[config.mk]
export PLATFORM = sky130hd
export DESIGN_NAME = navigator_mode_supervisor_top
export DESIGN_NICKNAME = d
export VERILOG_FILES = /design/src/hw/rtl/nms_pkg.sv /design/src/hw/rtl/nms_lane.sv /design/src/hw/rtl/nms_merge.sv /design/src/hw/rtl/nms_ctrl.sv /design/src/hw/rtl/navigator_mode_supervisor_top.sv
export VERILOG_INCLUDE_DIRS = /design/src /design/src/hw/rtl
export SDC_FILE = /design/constraint.sdc
export NUM_CORES = 1
export LEC_CHECK = 0
export BUFFER_PORTS_ARGS = -buffer_cell sky130_fd_sc_hd__buf_4
export CORE_MARGIN = 1
export CORE_UTILIZATION = 40
export CTS_BUF_LIST = sky130_fd_sc_hd__clkbuf_16
export DETAILED_ROUTE_END_ITERATION = 16
export GPL_TIMING_DRIVEN = 0
export PLACE_DENSITY = 0.62
export SETUP_SLACK_MARGIN = 0.15
export SLEW_MARGIN = 10
export SYNTH_ARGS = -nofsm -noshare
export SYNTH_HDL_FRONTEND = slang
export SYNTH_SLANG_ARGS = --single-unit
[constraint.sdc]
create_clock -name clk -period 4.65 [get_ports clk]
set_input_delay 0.93 -clock clk [delete_from_list [all_inputs] [get_ports clk]]
set_output_delay 0.93 -clock clk [all_outputs]
set_load 0.03 [all_outputs]
[src/hw/rtl/assert_macros.svh]
// Assertion macros shared by the supervisor RTL.
// Depends on nothing; users supply clk and rst_n in scope.
`ifndef ASSERT_MACROS_SVH
`define ASSERT_MACROS_SVH

// Clocked check, held off while reset is applied.
`define NMS_ASSERT(label, prop, msg) \
  label: assert property (@(posedge clk) disable iff (!rst_n) (prop)) else $error(msg);

// Implication form, antecedent then consequent in the following cycle.
`define NMS_ASSERT_NEXT(label, ante, cons, msg) \
  `NMS_ASSERT(label, (ante) |=> (cons), msg)

`endif

[src/hw/rtl/nms_pkg.sv]
// Shared types and constants for the navigator mode supervisor.
// No dependencies; every RTL module refers to it by scoped names.
`default_nettype none

package nms_pkg;

  localparam int SENSOR_COUNT = 5;
  localparam int NUM_RANGES   = 5;
  localparam int NUM_LANES    = (SENSOR_COUNT < NUM_RANGES) ? SENSOR_COUNT : NUM_RANGES;

  localparam int RANGE_W  = 12;
  localparam int COUNT_W  = 16;
  localparam int CFG_IDX_W  = 3;
  localparam int CFG_DATA_W = 16;

  localparam int IN_TDATA_W  = 72;
  localparam int OUT_TDATA_W = 32;

  localparam logic [COUNT_W-1:0] HYST_LIMIT_RST = 16'd10;
  localparam logic [COUNT_W-1:0] STEP_LIMIT_RST = 16'd400;

  typedef enum logic [1:0] {
    MODE_CLOSE   = 2'd0,
    MODE_LONG    = 2'd1,
    MODE_FEATURE = 2'd2
  } mode_t;

  typedef enum logic [CFG_IDX_W-1:0] {
    CFG_HYST_LIMIT   = 3'd0,
    CFG_STEP_LIMIT   = 3'd1,
    CFG_COLL_DIST    = 3'd2,
    CFG_CLOSE_EN     = 3'd3,
    CFG_LONG_EN      = 3'd4,
    CFG_FEATURE_EN   = 3'd5
  } cfg_idx_t;

  typedef logic [RANGE_W-1:0] range_t;

  typedef struct packed {
    logic [COUNT_W-1:0] hyst_limit;
    logic [COUNT_W-1:0] step_limit;
    range_t             coll_dist;
    logic               close_en;
    logic               long_en;
    logic               feature_en;
  } cfg_t;

  typedef struct packed {
    logic exec_ready;
    logic feature_active;
    logic close_cmd_ready;
    logic long_cmd_ready;
    logic exec_busy;
    logic long_mission_done;
  } tick_t;

  typedef struct packed {
    mode_t              active_mode;
    logic               forward_cmd;
    logic               ack_navigator;
    logic               route_obsolete;
    logic               stop_all;
    logic               mission_over;
    logic               hysteresis_met;
    logic               collision;
    logic [COUNT_W-1:0] steps_done;
  } result_t;

endpackage

`default_nettype wire

[src/hw/rtl/nms_lane.sv]
// One collision lane: checks a single range reading against the threshold.
// Depends on nms_pkg.
`default_nettype none

module nms_lane (
  input  wire nms_pkg::range_t reading,
  input  wire nms_pkg::range_t coll_dist,
  output logic                 hit
);

  // zero means no echo, never a collision
  assign hit = (reading != '0) && (reading < coll_dist);

endmodule

`default_nettype wire

[src/hw/rtl/nms_merge.sv]
// Collision lanes side by side plus the OR merge of their hits.
// Depends on nms_pkg and nms_lane.
`default_nettype none

module nms_merge (
  input  wire nms_pkg::range_t ranges [nms_pkg::NUM_RANGES],
  input  wire nms_pkg::range_t coll_dist,
  output logic                 collision
);

  logic [nms_pkg::NUM_LANES-1:0] lane_hit;

  for (genvar g = 0; g < nms_pkg::NUM_LANES; g++) begin : g_lane
    nms_lane u_lane (
      .reading   (ranges[g]),
      .coll_dist (coll_dist),
      .hit       (lane_hit[g])
    );
  end

  assign collision = |lane_hit;

endmodule

`default_nettype wire

[src/hw/rtl/nms_ctrl.sv]
// Mode selection, executive handshake and step counters of the supervisor.
// Depends on nms_pkg and assert_macros.svh.
`default_nettype none
`include "assert_macros.svh"

module nms_ctrl (
  input  wire                   clk,
  input  wire                   rst_n,
  input  wire                   tick_acc,
  input  wire nms_pkg::tick_t   tick,
  input  wire                   collision,
  input  wire nms_pkg::cfg_t    cfg,
  output nms_pkg::result_t      result
);

  nms_pkg::mode_t               mode_r, mode_nxt;
  logic                         awaiting_r, awaiting_nxt;
  logic [nms_pkg::COUNT_W-1:0]  close_cnt_r, close_cnt_nxt;
  logic [nms_pkg::COUNT_W-1:0]  step_r, step_nxt;
  logic                         mission_r, mission_nxt;

  logic hyst, stop, go, close_eff, fflag, cmd_ready;
  logic fwd, ack, obsolete;
  nms_pkg::mode_t mode_sel;
  logic [nms_pkg::COUNT_W-1:0] close_cnt_sel;

  always_comb begin
    hyst      = close_cnt_r > cfg.hyst_limit;
    stop      = step_r >= cfg.step_limit;
    go        = tick_acc && !stop && !mission_r && tick.exec_ready;
    close_eff = cfg.close_en || !cfg.long_en;
    fflag     = cfg.feature_en && tick.feature_active;

    mode_sel      = mode_r;
    close_cnt_sel = close_cnt_r;
    obsolete      = 1'b0;
    unique case (mode_r)
      nms_pkg::MODE_CLOSE: begin
        if (cfg.long_en && hyst && !collision && !fflag)
          mode_sel = nms_pkg::MODE_LONG;
        else if (cfg.feature_en && hyst && !collision && fflag)
          mode_sel = nms_pkg::MODE_FEATURE;
        if (collision)
          close_cnt_sel = '0;
      end
      nms_pkg::MODE_LONG: begin
        if ((close_eff && collision) || !cfg.long_en) begin
          mode_sel      = nms_pkg::MODE_CLOSE;
          close_cnt_sel = '0;
          obsolete      = 1'b1;
        end
      end
      default: ;  // feature mode has no way out
    endcase

    // feature navigator never has a command ready
    unique case (mode_sel)
      nms_pkg::MODE_CLOSE: cmd_ready = tick.close_cmd_ready;
      nms_pkg::MODE_LONG:  cmd_ready = tick.long_cmd_ready;
      default:             cmd_ready = 1'b0;
    endcase

    fwd = go && !awaiting_r && cmd_ready;
    ack = go && awaiting_r && !tick.exec_busy;

    mode_nxt      = mode_r;
    awaiting_nxt  = awaiting_r;
    close_cnt_nxt = close_cnt_r;
    step_nxt      = step_r;
    mission_nxt   = mission_r;
    if (go) begin
      mode_nxt      = mode_sel;
      close_cnt_nxt = close_cnt_sel;
      if (fwd)
        awaiting_nxt = 1'b1;
      if (ack) begin
        awaiting_nxt = 1'b0;
        step_nxt     = step_r + 16'd1;
        // saturating close-range count
        if (mode_sel == nms_pkg::MODE_CLOSE && close_cnt_sel != '1)
          close_cnt_nxt = close_cnt_sel + 16'd1;
      end
      if (tick.long_mission_done)
        mission_nxt = 1'b1;
    end
  end

  always_comb begin
    result.active_mode    = mode_nxt;
    result.forward_cmd    = fwd;
    result.ack_navigator  = ack;
    result.route_obsolete = go && obsolete;
    result.stop_all       = stop;
    result.mission_over   = mission_nxt;
    result.hysteresis_met = hyst;
    result.collision      = collision;
    result.steps_done     = step_nxt;
  end

  always_ff @(posedge clk) begin
    if (!rst_n) begin
      mode_r      <= nms_pkg::MODE_CLOSE;
      awaiting_r  <= 1'b0;
      close_cnt_r <= '0;
      step_r      <= '0;
      mission_r   <= 1'b0;
    end else begin
      mode_r      <= mode_nxt;
      awaiting_r  <= awaiting_nxt;
      close_cnt_r <= close_cnt_nxt;
      step_r      <= step_nxt;
      mission_r   <= mission_nxt;
    end
  end

  `NMS_ASSERT_NEXT(a_fwd_sets_wait, fwd, awaiting_r, "forward did not open wait phase")
  `NMS_ASSERT_NEXT(a_step_only_on_ack, !ack, $stable(step_r), "step count moved without ack")
  `NMS_ASSERT_NEXT(a_feature_sticky, mode_r == nms_pkg::MODE_FEATURE, $stable(mode_r), "left feature")
  `NMS_ASSERT_NEXT(a_mission_sticky, mission_r, mission_r, "mission latch cleared")

endmodule

`default_nettype wire

[src/hw/rtl/navigator_mode_supervisor_top.sv]
// Top level of the navigator mode supervisor: stream ports, config registers, output stage.
// Depends on nms_pkg, nms_merge (with nms_lane) and nms_ctrl.
//
//  channel | dir | handshake          | payload
//  in_     | in  | in_tvalid/tready   | in_tdata  : tick flags and five range readings
//  out_    | out | out_tvalid/tready  | out_tdata : mode, handshake flags, step count
//  cfg_    | in  | cfg_valid/ready    | cfg_index, cfg_data : register writes
//
// One tick per clock unless out_tready stalls: collision lanes, mode select and
// counters settle into the output register at accept; results show the next cycle.
// in_tready stays high while the output register is empty or being drained.
// Synchronous active-low reset; cfg_ready is always high.
`default_nettype none

module navigator_mode_supervisor_top (
  input  wire                                  clk,
  input  wire                                  rst_n,
  input  wire                                  in_tvalid,
  output logic                                 in_tready,
  // [0] exec_ready, [12:1] range0, [24:13] range1, [36:25] range2, [48:37] range3,
  // [60:49] range4, [61] feature_active, [62] close_cmd_ready, [63] long_cmd_ready,
  // [64] exec_busy, [65] long_mission_done, [71:66] zero
  input  wire  [nms_pkg::IN_TDATA_W-1:0]       in_tdata,
  output logic                                 out_tvalid,
  input  wire                                  out_tready,
  // [1:0] active_mode, [2] forward_cmd, [3] ack_navigator, [4] route_obsolete,
  // [5] stop_all, [6] mission_over, [7] hysteresis_met, [8] collision,
  // [24:9] steps_done, [31:25] zero
  output logic [nms_pkg::OUT_TDATA_W-1:0]      out_tdata,
  input  wire                                  cfg_valid,
  output logic                                 cfg_ready,
  input  wire  [nms_pkg::CFG_IDX_W-1:0]        cfg_index,
  input  wire  [nms_pkg::CFG_DATA_W-1:0]       cfg_data
);

  nms_pkg::cfg_t    cfg_r;
  nms_pkg::tick_t   tick;
  nms_pkg::range_t  ranges [nms_pkg::NUM_RANGES];
  nms_pkg::result_t result;
  logic             collision;
  logic             in_acc;
  logic             out_valid_r;
  logic [nms_pkg::OUT_TDATA_W-1:0] out_tdata_r;

  assign cfg_ready = 1'b1;

  always_ff @(posedge clk) begin
    if (!rst_n) begin
      cfg_r.hyst_limit <= nms_pkg::HYST_LIMIT_RST;
      cfg_r.step_limit <= nms_pkg::STEP_LIMIT_RST;
      cfg_r.coll_dist  <= '0;
      cfg_r.close_en   <= 1'b1;
      cfg_r.long_en    <= 1'b1;
      cfg_r.feature_en <= 1'b0;
    end else if (cfg_valid) begin
      unique case (nms_pkg::cfg_idx_t'(cfg_index))
        nms_pkg::CFG_HYST_LIMIT: cfg_r.hyst_limit <= cfg_data;
        nms_pkg::CFG_STEP_LIMIT: cfg_r.step_limit <= cfg_data;
        nms_pkg::CFG_COLL_DIST:  cfg_r.coll_dist  <= cfg_data[nms_pkg::RANGE_W-1:0];
        nms_pkg::CFG_CLOSE_EN:   cfg_r.close_en   <= cfg_data[0];
        nms_pkg::CFG_LONG_EN:    cfg_r.long_en    <= cfg_data[0];
        nms_pkg::CFG_FEATURE_EN: cfg_r.feature_en <= cfg_data[0];
        default: ;  // unused indices are dropped
      endcase
    end
  end

  always_comb begin
    tick.exec_ready        = in_tdata[0];
    tick.feature_active    = in_tdata[61];
    tick.close_cmd_ready   = in_tdata[62];
    tick.long_cmd_ready    = in_tdata[63];
    tick.exec_busy         = in_tdata[64];
    tick.long_mission_done = in_tdata[65];
  end

  for (genvar g = 0; g < nms_pkg::NUM_RANGES; g++) begin : g_range
    assign ranges[g] = in_tdata[1 + g*nms_pkg::RANGE_W +: nms_pkg::RANGE_W];
  end

  nms_merge u_merge (
    .ranges    (ranges),
    .coll_dist (cfg_r.coll_dist),
    .collision (collision)
  );

  assign in_tready = !out_valid_r || out_tready;
  assign in_acc    = in_tvalid && in_tready;

  nms_ctrl u_ctrl (
    .clk       (clk),
    .rst_n     (rst_n),
    .tick_acc  (in_acc),
    .tick      (tick),
    .collision (collision),
    .cfg       (cfg_r),
    .result    (result)
  );

  always_ff @(posedge clk) begin
    if (!rst_n) begin
      out_valid_r <= 1'b0;
    end else if (in_acc) begin
      out_valid_r <= 1'b1;
    end else if (out_tready) begin
      out_valid_r <= 1'b0;
    end
  end

  always_ff @(posedge clk) begin
    if (in_acc) begin
      out_tdata_r <= {7'd0, result.steps_done, result.collision, result.hysteresis_met,
                      result.mission_over, result.stop_all, result.route_obsolete,
                      result.ack_navigator, result.forward_cmd, result.active_mode};
    end
  end

  assign out_tvalid = out_valid_r;
  assign out_tdata  = out_tdata_r;

endmodule

`default_nettype wire
Yosys cells after proc, flatten, opt, wreduce, memory -nomap -nowiden. Index checks and enable logic that the tools add are counted.

Add/subtract/negate cells: 2. Multipliers: 0. Div/mod/pow operators: 0. Magnitude comparators: 7. Equal/unequal tests: 8. Shift-type cells: 0. Mux-type cells: 21. Bitwise operators: 0. Reduce and logical (&&, ||, !) cells: 52.

Operator list (count): 16-bit 2-to-1 mux (6); 12-bit < comparator (5); 12-bit nonzero test (5); 16-bit by 1-bit adder with 16-bit output, second input constant (2); 16-bit case mux with 2 select lines (1); 1-bit logical AND (23); 16-bit greater-or-equal comparator (1); 16-bit greater-than comparator (1); 16-bit inequality test, second input constant (1); 2-bit AND reduction (7); 1-bit zero test (8); 1-bit 2-to-1 mux (8); 2-bit 2-to-1 mux (4); 3-bit by 2-bit == test with 1-bit output, second input constant (2); 3-bit == test, second input constant (2); 5-bit OR reduction (1); 2-bit by 1-bit == test with 1-bit output, second input constant (2); 2-bit zero test (2); 2-bit case mux with 2 select lines (1); 2-bit nonzero test (2); 3-bit by 1-bit == test with 1-bit output, second input constant (1); 3-bit zero test (1); 1-bit logical OR (3); 1-bit case mux with 2 select lines (1).

Flip-flop bits (word level): 109. Bits in latches: 0. Memory bits (writable): 0. ROM bits: 0. Output and inout bits: 35. Logic and storage cells: 103. Memories kept: 0.

Longest topological paths before layout. Gate-level depths: netlist of run 1.

Depth after elaboration: 14. Gate-level depth with buffers: 18.

Cells and area by module. From an unflattened synthesis of run 1, not the netlist that was laid out.

Cells, all modules: 833. Area total of the unflattened synthesis: 7352.1 um2.

Modules (own cells, without submodules): nms_ctrl (times used 1, cells each 397, area each 3072.9 um2, sequential area each 720.7 um2); navigator_mode_supervisor_top (times used 1, cells each 223, area each 2702.6 um2, sequential area each 1711.6 um2); nms_lane (times used 5, cells each 42, area each 312.8 um2, sequential area each 0.0 um2); nms_merge (times used 1, cells each 3, area each 12.5 um2, sequential area each 0.0 um2).

Worst setup path before layout of run 1. Ideal clock, no wire load.

Path kind: input-to-reg. Start point: in in_tdata[11] in the netlist's numbering. End point: reg u_ctrl.close_cnt_r[9] in the netlist's numbering. Library setup time: 0.124 ns. Arrival: 4.001 ns. Required time: 4.526 ns. Slack: 0.524 ns. Stages on the path: 16. Path buffers: 1. Cell sequence: ha_1 > nand4_1 > a2111oi_0 > nor3_1 > a311o_2 > o31ai_4 > and2_1 > ha_1 > nand3_1 > nor3_1 > a31oi_1 > or3_1 > o2111ai_1 > buf_2 > nor3_1 > mux2i_1.

Longest elaborated chain between the ends: 13. Elaborated cells between the ends (all ways): 24. Classes of those cells: add/sub: 1; order compare: 1; eq/ne: 1; mux: 9; reduce/logical: 12.

Ends and longest elaborated chain: from (decl) (RTL line navigator_mode_supervisor_top.sv:23) `input wire [nms_pkg::IN_TDATA_W-1:0] in_tdata,`; 12-bit < comparator / 12-bit nonzero test (equally long branches) (RTL line nms_lane.sv:12) `assign hit = (reading != '0) && (reading < coll_dist);`; 1-bit logical AND (*) (RTL line nms_lane.sv:12); 5-bit OR reduction (*) (RTL line nms_merge.sv:21) `assign collision = |lane_hit;`; branches (longest 9 deep; another with 16-bit by 1-bit adder with 16-bit output); 16-bit 2-to-1 mux (*) (RTL line nms_ctrl.sv:76) `if (ack) begin`; to (signal assigned) (RTL line nms_ctrl.sv:110) `close_cnt_r <= close_cnt_nxt;`; to (decl) (RTL line nms_ctrl.sv:18) `logic [nms_pkg::COUNT_W-1:0] close_cnt_r, close_cnt_nxt;`.

Mark *: on every way between the ends. A chain may end at the register's enable or synchronous reset.

Final worst setup path of run 1.
Start point: in in_tdata[51] in the netlist's numbering. End point: reg u_ctrl.close_cnt_r[1] in the netlist's numbering.

Same word-level chain as after synthesis.

==> summary.md, run 1 <==
| Metric | Value |
|---|---|
| CTS tree | `yes` |
| Design Power | `0.002079 W` |
| Overall Global Routing Usage | `21.29%` |
| Post-Syn Area | `6710 um^2` |
| Max Cap Viol | `0` |
| Setup TNS | `0 ns` |
| CTS Sinks | `109` |
| Switching Share | `26.83%` |
| Sw Pwr | `0.0005578 W` |
| Initial Util | `41.64%` |
| H-tree depth | `3` |
| Pins over their slew limit | `0` |
| Primary FF master, synth | `dfxtp_1` |
| Commonest non-fill, non-tap cells in the layout | `nand2_1, buf_4, ha_1` |
| Die Wd | `131.5 um` |
| FFs w/ async S/R, synth | `0%` |
| DR vias | `6009` |
| Syn_area_per_cell | `8.647 um^2` |
| Pint | `0.001521 W` |
| Worst hold path type | `reg -> reg` |
| Die span in y | `131.5 um` |
| Crit Path Class | `in -> reg` |
| Antenna violations before repair | `0` |
| Grt total ovfl | `0` |
| Seq cells post-synth | `109` |
| Crit path buffers/inverters | `2` |
| Syn Inst Count | `776` |
| CP top delay family | `compound AO/OA/AOI/OAI gates` |
| Layout net count | `1097` |
| TritonCTS buffer count | `9` |
| Number of port buffers | `116` |
| Drt total wl | `18.18 mm` |
| Final antenna diode count | `0` |
| RD Place Congestion | `0.8602` |
| Worst endpoint data arrival time | `4.55 ns` |
| Max incr delay on CP | `0.41 ns` |
| Post-synth EDFFs | `25` |
| Seq/Total Area, Yosys | `36.25%` |
| First-pass GRT wire length | `29.34 mm` |
| Most common cell after layout, fill and taps aside | `nand2_1` |
| Final core utilization | `50.96%` |
| TritonRoute pass-1 iters | `5` |
| Worst Setup End Kind | `flop` |
| Max Clock Skew | `0.01455 ns` |
| WL per Instance | `16.04 um` |
| PnR worst setup slack | `0.3177 ns` |
| CP max stage cell | `o311a_1` |
| Final Hold Viols | `0` |
| Die area | `17300 um^2` |
| Fmax | `230.8 MHz` |
| Dpl ws | `-0.2356 ns` |
| Required time of the critical path | `4.87 ns` |
| Period utilisation layout | `93.17%` |
| IO Count | `131` |
| Leakage | `3.298 nW` |
| Largest net degree at the start of global routing | `27` |
| Worst path cell trace | `buf_4, ha_1, nand2_1, o21ai_1, a21oi_1, o311a_1, a311o_2, o31ai_4, and2_1, ha_1, nand3_1, nor3_2, a31oi_1, or3_1, o211ai_1, buf_4, mux2i_1, a21oi_1` |
| Detailed Route Iter0 Violations | `375` |
| Vias per cell | `5.304` |
| Area grow syn2layout | `22.39%` |
| Status | `completed` |
| Power share of the combinational group | `15.3%` |
| Synthesis Warnings | `0` |
| Worst slew margin | `23.96%` |
| DRC errors left | `0` |
| Crit Path Max Fanout | `6` |
| Startpoint types | `input pin` |
| Flop pwr share | `48.0%` |
| Least-Margin Pin Slew | `1.141 ns` |
| Netlist cell types | `65` |
| CORE AREA | `16120 um^2` |
| Fin crit period | `4.332 ns` |
| Detail Route Antenna Nets | `0` |
| RSZ-0062 raised after global routing | `yes` |
| CTS root buf | `clkbuf_16` |
| PwrDens | `253.2 nW/um^2` |
| Final Setup Violations | `0` |
| CTS max path bufs | `2` |
| Clock Power Share | `36.8%` |
| Vias in the first global route | `5730` |
| Clk Latency, worst-skew pair | `0.36 ns` |
| Final HPWL DP | `14.57 mm` |
| Row Count | `46` |
| Clock transition at the registers of the reported paths | `0.07 ns` |
| Peak VDD IR | `0.1666 mV` |
| Layout cells sized above 1 | `17.45%` |
## worst paths after layout
| path | startpoint | to | slack (ns) | cells past startpoint |
|---|---|---|---|---|
| worst max-delay path | in_tdata[51] | u_ctrl.close_cnt_r[1] | 0.32 | 18 |
| worst min register to register | cfg_r[25] | cfg_r[25] | 0.45 | 2 |
| worst max register to register | cfg_r[14] | u_ctrl.close_cnt_r[1] | 0.51 | 17 |
| worst min-delay path | cfg_r[25] | cfg_r[25] | 0.45 | 2 |
## per-stage QoR
| step | hold WS, ns | area [um^2] | std cells |
|---|---|---|---|
| finish | 0.4547 | 8213 | 1133 |
| global route | 0.4686 | 8213 | 1133 |
| CTS | 0.4566 | 8193 | 1133 |
| detailed placement | 0.4463 | 7874 | 1114 |
| global placement | 0.4417 | 7874 | 1114 |
| floorplan | 0.4363 | 6733 | 782 |
## layer usage
metal  GRT usage, %  vias to the layer above  wire length, um
li1               -                     3080                -
met1          28.61                     2764             8629
met2          34.74                      141             8258
met3          4.398                       24             1030
met4          5.039                        0              258
met5              0                        -                0
## synthesized netlist by cell type, types with 6 or more instances
cell / number / share of area [%]
o21ai_0: 21 / 1.6
nand2b_1: 7 / 0.65
clkbuf_1: 22 / 1.2
nand2_1: 128 / 7.2
a2111o_1: 6 / 1.0
nand3_1: 18 / 1.3
nor4_1: 16 / 1.5
ha_1: 89 / 17
nor3_1: 11 / 0.82
dfxtp_1: 84 / 25
xnor2_1: 12 / 1.6
or3_1: 6 / 0.56
inv_1: 57 / 3.2
edfxtp_1: 25 / 11
nand4_1: 23 / 2.1
and3_1: 9 / 0.84
a211oi_1: 6 / 0.67
o2111ai_1: 10 / 1.3
buf_4: 8 / 0.90
a21oi_1: 82 / 6.1
nor2_1: 17 / 0.95
o211ai_1: 9 / 1.0
and2_1: 24 / 2.2
a31oi_1: 9 / 0.84
## layout make-up
class / count / area, um^2
fill: 1597 / 7903
sequential: 109 / 2432
multi-input combinational: 581 / 3935
clock inverter: 6 / 46.29
tap: 216 / 270.3
clock buffer: 10 / 250.2
buffer: 35 / 171.4
timing repair buffer: 119 / 893.4
inverter: 57 / 214.0
## worst reg2reg max path, delay by kind of cell, from the launching register on
| kind | cells | cell delay, ns |
|---|---|---|
| buf+inv | 2 | 0.34 |
| flops | 1 | 0.33 |
| compound gates | 6 | 1.36 |
| fa+ha+maj | 2 | 0.53 |
| simple gates | 6 | 1.25 |
| mux | 1 | 0.20 |
## power by group through the flow
stage / Clock, W / Combinational (W) / Sequential (W)
finish: 0.000764 / 0.000318 / 0.000997
global route: 0.000814 / 0.000351 / 0.000999
CTS: 0.000779 / 0.000317 / 0.000997
detailed placement: 0 / 0.000314 / 0.00102
global placement: 0 / 0.000312 / 0.00102
floorplan: 0 / 0.000146 / 0.00104
## registers in the layout (all words and copies together), names as in the netlist
name	count
cfg_r	47
out_tdata	25
u_ctrl.close_cnt_r	16
u_ctrl.step_r	16
u_ctrl.mode_r	2
out_tvalid	1
u_ctrl.awaiting_r	1
u_ctrl.mission_r	1
## timing repair
item,4_1_cts,5_1_grt
endpoints found under the setup margin,8,12
hold buffers,0,0
resized for setup,0,7
endpoints found under the hold margin,0,0
setup buffers,3,0
pin swaps,1,0
cloned,0,0
## logic make-up after synthesis
family / count (synthesis) / synth area share, %
AO/OA/AOI/OAI: 180 / 17.68
flip-flops: 109 / 36.25
XOR/XNOR: 15 / 1.958
AND/OR/NAND/NOR: 284 / 21.01
buffers and inverters: 92 / 5.650
other: 2 / 0.1119
multiplexers: 5 / 0.7459
adder cells (fa/ha/maj): 89 / 16.60
(Power assumes the default switching activity.)
==> run 2, diff against run 1 <==
SLEW_MARGIN = 30   (was 10)
clock period = 4.8 ns   (was 4.65 ns; I/O delays follow)
==> run 2 against run 1 <==
  * Critical path depth is 3 lower
  * Clock power fell by 5.8%
  * Global-route usage shrank 0.075 points
  * Wire length down 0.83%
  * Hold slack better by 0.00052 ns
  * Highest routed layer unchanged
  * Non-clock buffer count unchanged
==> summary.md, run 2 (synthesis gave the netlist of run 1 again) <==
| Metric | Value |
|---|---|
| Die span in y | `131.5 um` |
| Grt total ovfl | `0` |
| Area grow syn2layout | `22.04%` |
| Final Hold Viols | `0` |
| Worst path cell trace | `buf_4, ha_1, a211oi_1, o21ai_0, a21oi_1, a22o_1, o31a_1, nor2_1, ha_1, and3_1, buf_1, a211oi_2, o2111ai_2, or4_1, a21oi_1` |
| Layout net count | `1097` |
| CTS tree | `yes` |
| Final HPWL DP | `14.60 mm` |
| Worst R2R Start | `cfg_r[12]` |
| Worst hold path type | `reg -> reg` |
| Most flops, register | `cfg_r` |
| Worst Setup End Kind | `flop` |
| CTS Sinks | `109` |
| Clock transition at the registers of the reported paths | `0.08 ns` |
| Vias in the first global route | `5616` |
| Pins over their slew limit | `0` |
| Final antenna diode count | `0` |
| Drt total wl | `18.03 mm` |
| Max Clock Skew | `0.01071 ns` |
| Design Power | `0.001993 W` |
| Crit Path Class | `in -> reg` |
| DR vias | `5974` |
| Crit path buffers/inverters | `2` |
| Largest net degree at the start of global routing | `27` |
| DRC errors left | `0` |
| Area of the multi-input gates | `3930 um^2` |
| Worst endpoint data arrival time | `4.71 ns` |
| IO Count | `131` |
| Required time of the critical path | `5.08 ns` |
| Worst hold start | `cfg_r[25]` |
| Filler cells | `1615` |
| Die area | `17300 um^2` |
| Detail Route Antenna Nets | `0` |
| RD Place Congestion | `0.8602` |
| CP top delay family | `compound AO/OA/AOI/OAI gates` |
| Commonest non-fill, non-tap cells in the layout | `nand2_1, buf_4, ha_1` |
| Layout cells sized above 1 | `17.34%` |
| Least-Margin Pin Slew | `0.8830 ns` |
| Hold Slack | `0.4552 ns` |
| Antenna violations before repair | `0` |
| Leakage | `3.297 nW` |
| Register area | `2432 um^2` |
| Critical path launch point | `in_tdata[34]` |
| CORE AREA | `16120 um^2` |
| Max incr delay on CP | `0.58 ns` |
| Row Count | `46` |
| Max Cap Viol | `0` |
| Crit Path Max Fanout | `7` |
| Final Setup Violations | `0` |
| Peak VDD IR | `0.2160 mV` |
| Die Wd | `131.5 um` |
| Vias per cell | `5.273` |
| CTS root buf | `clkbuf_16` |
| Initial Util | `41.64%` |
| Largest register FFs | `47` |
| Startpoint types | `input pin` |
| TritonRoute pass-1 iters | `5` |
| WL per Instance | `15.91 um` |
| Number of port buffers | `116` |
| Fin crit period | `4.430 ns` |
| Status | `completed` |
| TritonCTS buffer count | `9` |
| CTS max path bufs | `2` |
| PwrDens | `243.4 nW/um^2` |
| First-pass GRT wire length | `29.17 mm` |
| Clk Latency, worst-skew pair | `0.36 ns` |
| Period utilisation layout | `92.29%` |
| Fmax | `225.7 MHz` |
| Detailed Route Iter0 Violations | `366` |
| Overall Global Routing Usage | `21.22%` |
| RSZ-0062 raised after global routing | `no` |
| CP max stage cell | `or4_1` |
| Worst slew margin | `40.73%` |
| H-tree depth | `3` |
-- run 2: metal layers --
layer | share of wire (%) | routed length, um | vias to the layer above | track usage, %
met3 | 5.3 | 954 | 18 | 3.897
met5 | 0 | 0 | - | 0
met2 | 45 | 8194 | 163 | 34.54
met1 | 48 | 8647 | 2723 | 29.02
met4 | 1.3 | 231 | 0 | 4.651
li1 | - | - | 3070 | -
-- run 2: report_power, final --
group          switching (W)  leakage (nW)  internal (W)  total, W
Sequential        0.00000812         0.928      0.000957  0.000966
Combinational       0.000178          2.22      0.000130  0.000308
Clock               0.000359         0.144      0.000361  0.000720
Total               0.000545          3.30       0.00145   0.00199
-- run 2: final timing paths --
kind                                          endpoint  slack [ns]  cells past startpoint
worst min-delay path                         cfg_r[25]        0.46                      2
worst min register to register               cfg_r[25]        0.46                      2
worst max register to register  u_ctrl.close_cnt_r[11]        0.57                     15
worst max-delay path            u_ctrl.close_cnt_r[11]        0.37                     15
-- run 2: final cells by class --
type / count / share of cell area [%]
Tap cell: 216 / 3.300
Sequential cell: 109 / 29.70
Clock inverter: 7 / 0.6875
Clock buffer: 9 / 2.750
Multi-Input combinational cell: 581 / 47.99
Inverter: 57 / 2.613
Timing Repair Buffer: 119 / 10.91
Buffer: 35 / 2.047
-- run 2: what timing repair did --
action / 4_1_cts / 5_1_grt
gates resized for setup: 0 / 4
buffers inserted: 0 / 3
setup endpoints to repair: 0 / 12
hold buffers: 0 / 0
-- run 2: per-stage QoR --
| stage | setup slack (ns) | utilization, % | cells | area, um^2 | TNS [ns] |
|---|---|---|---|---|---|
| after floorplan | 0.6442 | - | 782 | 6733 | 0 |
| after global routing | 0.1595 | 50.82 | 1133 | 8189 | 0 |
| final | 0.3700 | 50.82 | 1133 | 8189 | 0 |
| after CTS | 0.1996 | 50.61 | 1130 | 8157 | 0 |
| after global placement | -0.1291 | 48.86 | 1114 | 7874 | -0.9241 |
| after detailed placement | -0.1216 | 48.87 | 1114 | 7875 | -0.9259 |
-- run 2: worst reg2reg max path, delay by kind of cell, from the launching register on --
family	cells	cell delay (ns)
adders and majority gates	2	0.51
DFF	1	0.31
buffers and inverters	2	0.39
and+or+nand+nor	3	0.83
AOI/OAI and AO/OA	8	2.11
==> run 3, diff against run 2 <==
CORE_MARGIN = 8   (was 1)
CORE_UTILIZATION = 25   (was 40)
PLACE_DENSITY = 0.43   (was 0.62)
==> run 3 against run 2 <==
  * Clock power increased by 6.9%
  * Global-route usage decreased by 8.0 points
  * Worst setup slack got worse by 0.022 ns
  * Core utilization decreased by 19 points
  * Clock skew about the same
  * Hold slack improved by 0.00089 ns
  * First-iteration DRC count decreased by 18%
  * Wire length increased by 19%
  * Via count increased by 0.15%
  * Count of clock-buffer cells in the layout unchanged
  * Sequential power about the same
  * Critical path depth unchanged
  * Critical endpoint unchanged
  * Largest cell class unchanged
  * Largest power group unchanged
  * Highest routed layer unchanged
==> summary.md, run 3 (synthesis gave the netlist of run 1 again) <==
| Metric | Value |
|---|---|
| Final instance area | `8386 um^2` |
| Status | `completed` |
| CP top delay family | `compound AO/OA/AOI/OAI gates` |
| Initial Util | `25.18%` |
| Required time of the critical path | `5.09 ns` |
| CTS max path bufs | `2` |
| Final HPWL DP | `17.61 mm` |
| RD Place Congestion | `0.8039` |
| Fin crit period | `4.452 ns` |
| Switching Share | `27.02%` |
| Worst Setup End Kind | `flop` |
| Die span in y | `179.8 um` |
| Die Wd | `179.8 um` |
| Worst hold start | `cfg_r[7]` |
| Largest net degree at the start of global routing | `27` |
| Drt total wl | `21.50 mm` |
| Worst path cell trace | `buf_4, ha_1, a211oi_1, o21ai_0, a31oi_2, a22o_1, o31ai_4, and2_1, ha_1, and3_1, buf_1, a211oi_2, o2111ai_2, or4_1, a21oi_1` |
| Max Cap Viol | `0` |
| Sw Pwr | `0.0005532 W` |
| Peak VDD IR | `0.1335 mV` |
| Period utilisation layout | `92.76%` |
| Worst endpoint data arrival time | `4.74 ns` |
| DRC errors left | `0` |
| Pint | `0.001494 W` |
| CTS tree | `yes` |
| PwrDens | `244.2 nW/um^2` |
| DR vias | `5983` |
| CP max stage cell | `or4_1` |
| Antenna violations before repair | `0` |
| Detail Route Antenna Nets | `0` |
| Detailed Route Iter0 Violations | `300` |
| Final Setup Violations | `0` |
| Worst Hold End | `cfg_r[7]` |
| Worst R2R Start | `cfg_r[12]` |
| Crit Path Class | `in -> reg` |
| Crit Path Max Fanout | `7` |
| IO Count | `131` |
| Die area | `32340 um^2` |
| Layout cells sized above 1 | `17.65%` |
| Largest register FFs | `47` |
| Leakage | `3.296 nW` |
| CTS Sinks | `109` |
| CTS root buf | `clkbuf_16` |
| First-pass GRT wire length | `33.93 mm` |
| Clock transition at the registers of the reported paths | `0.08 ns` |
| Startpoint types | `input pin` |
| Dpl ws | `-0.1894 ns` |
| Row Count | `60` |
| TritonRoute pass-1 iters | `4` |
| H-tree depth | `3` |
| DP Area | `8031 um^2` |
| Setup TNS | `0 ns` |
| Max incr delay on CP | `0.60 ns` |
| Vias per cell | `4.752` |
| Final Hold Viols | `0` |
| PnR worst setup slack | `0.3477 ns` |
| Fmax | `224.6 MHz` |
| Area grow syn2layout | `24.97%` |
| Hold Slack | `0.4561 ns` |
| Pins over their slew limit | `0` |
| Most frequent cell on the critical path | `ha_1` |
| WL per Instance | `17.08 um` |
| Most common cell after layout, fill and taps aside | `buf_4` |
| Hold Buf Count CTS | `0` |
| Layout net count | `1098` |
| Flop pwr share | `47.2%` |
| Post-placement cell count | `1239` |
| Commonest non-fill, non-tap cells in the layout | `buf_4, nand2_1, ha_1` |
| Clock Power Share | `37.6%` |
| Clk Latency, worst-skew pair | `0.36 ns` |
| Final antenna diode count | `0` |
| R2R setup slack | `0.56 ns` |
| Crit path buffers/inverters | `2` |
| CORE AREA | `26650 um^2` |
| Max Clock Skew | `0.01064 ns` |
| TritonCTS buffer count | `9` |
| Worst reg2reg path depth | `15` |
| RSZ-0062 raised after global routing | `no` |
| Vias in the first global route | `6058` |
| Worst slew margin | `37.56%` |
| Worst reg2reg path endpoint | `u_ctrl.close_cnt_r[11]` |
| Power share of the combinational group | `15.2%` |
| Worst hold path type | `reg -> reg` |
| Grt total ovfl | `0` |
| Number of port buffers | `116` |
| Fin cells | `1259` |
| Least-Margin Pin Slew | `0.9303 ns` |
| Hold depth | `2` |
| Overall Global Routing Usage | `13.20%` |
| Filler cells | `2854` |
| Most flops, register | `cfg_r` |
==> run 3: how the worst max path moves through the flow <==
stage                                   to  slack, ns  depth (start not counted)          from
floorplan            u_ctrl.close_cnt_r[9]       0.64                         16  in_tdata[11]
global placement     u_ctrl.close_cnt_r[9]      -0.21                         17  in_tdata[12]
detailed placement   u_ctrl.close_cnt_r[9]      -0.19                         17  in_tdata[11]
CTS                 u_ctrl.close_cnt_r[15]       0.18                         17  in_tdata[11]
global route         u_ctrl.close_cnt_r[1]       0.09                         16  in_tdata[10]
finish              u_ctrl.close_cnt_r[11]       0.35                         15  in_tdata[46]
==> run 3: final cells by class <==
cell class,instances,area (um^2),share of cell area (%)
sequential,109,2432,29.01
inverter,57,214.0,2.551
clock inverter,7,72.57,0.8654
multi-input combinational,581,3946,47.06
clock buffer,9,225.2,2.686
timing repair buffer,120,900.9,10.74
buffer,35,167.7,1.999
tap,341,426.7,5.088
==> run 3: worst register-to-register path: stages, from the launching register on <==
cell	delay (ns)
dfxtp_1	0.31
inv_1	0.19
ha_1	0.29
a211oi_1	0.23
o21ai_0	0.14
a31oi_2	0.31
a22o_1	0.38
o31ai_4	0.11
and2_1	0.21
ha_1	0.23
and3_1	0.18
buf_1	0.19
a211oi_2	0.34
o2111ai_2	0.32
or4_1	0.60
a21oi_1	0.15
==> run 3: metrics by stage <==
step,total power (W),util [%]
finish,0.002048,31.46
global route,0.002144,31.46
CTS,0.002077,31.25
detailed placement,0.001299,30.14
global placement,0.001298,30.13
floorplan,0.001149,-
==> run 3: timing repair <==
item,4_1_cts,5_1_grt
gates resized for setup,0,7
setup buffers,0,4
setup endpoints to repair,0,15
==> run 3: routing by layer <==
layer	share of wire (%)	vias up	global-route usage [%]
li1	-	3074	-
met1	48	2814	16.95
met2	49	80	22.73
met3	3.0	15	2.460
met4	0.77	0	2.634
met5	0	-	0
==> run 3: power groups by stage <==
stage	sequential (W)	clock, W	combinational, W
2_1_floorplan	0.00101	0	0.000141
3_3_place_gp	0.000987	0	0.000310
3_5_place_dp	0.000987	0	0.000312
4_1_cts	0.000966	0.000798	0.000313
5_1_grt	0.000969	0.000828	0.000347
6_report	0.000966	0.000770	0.000312
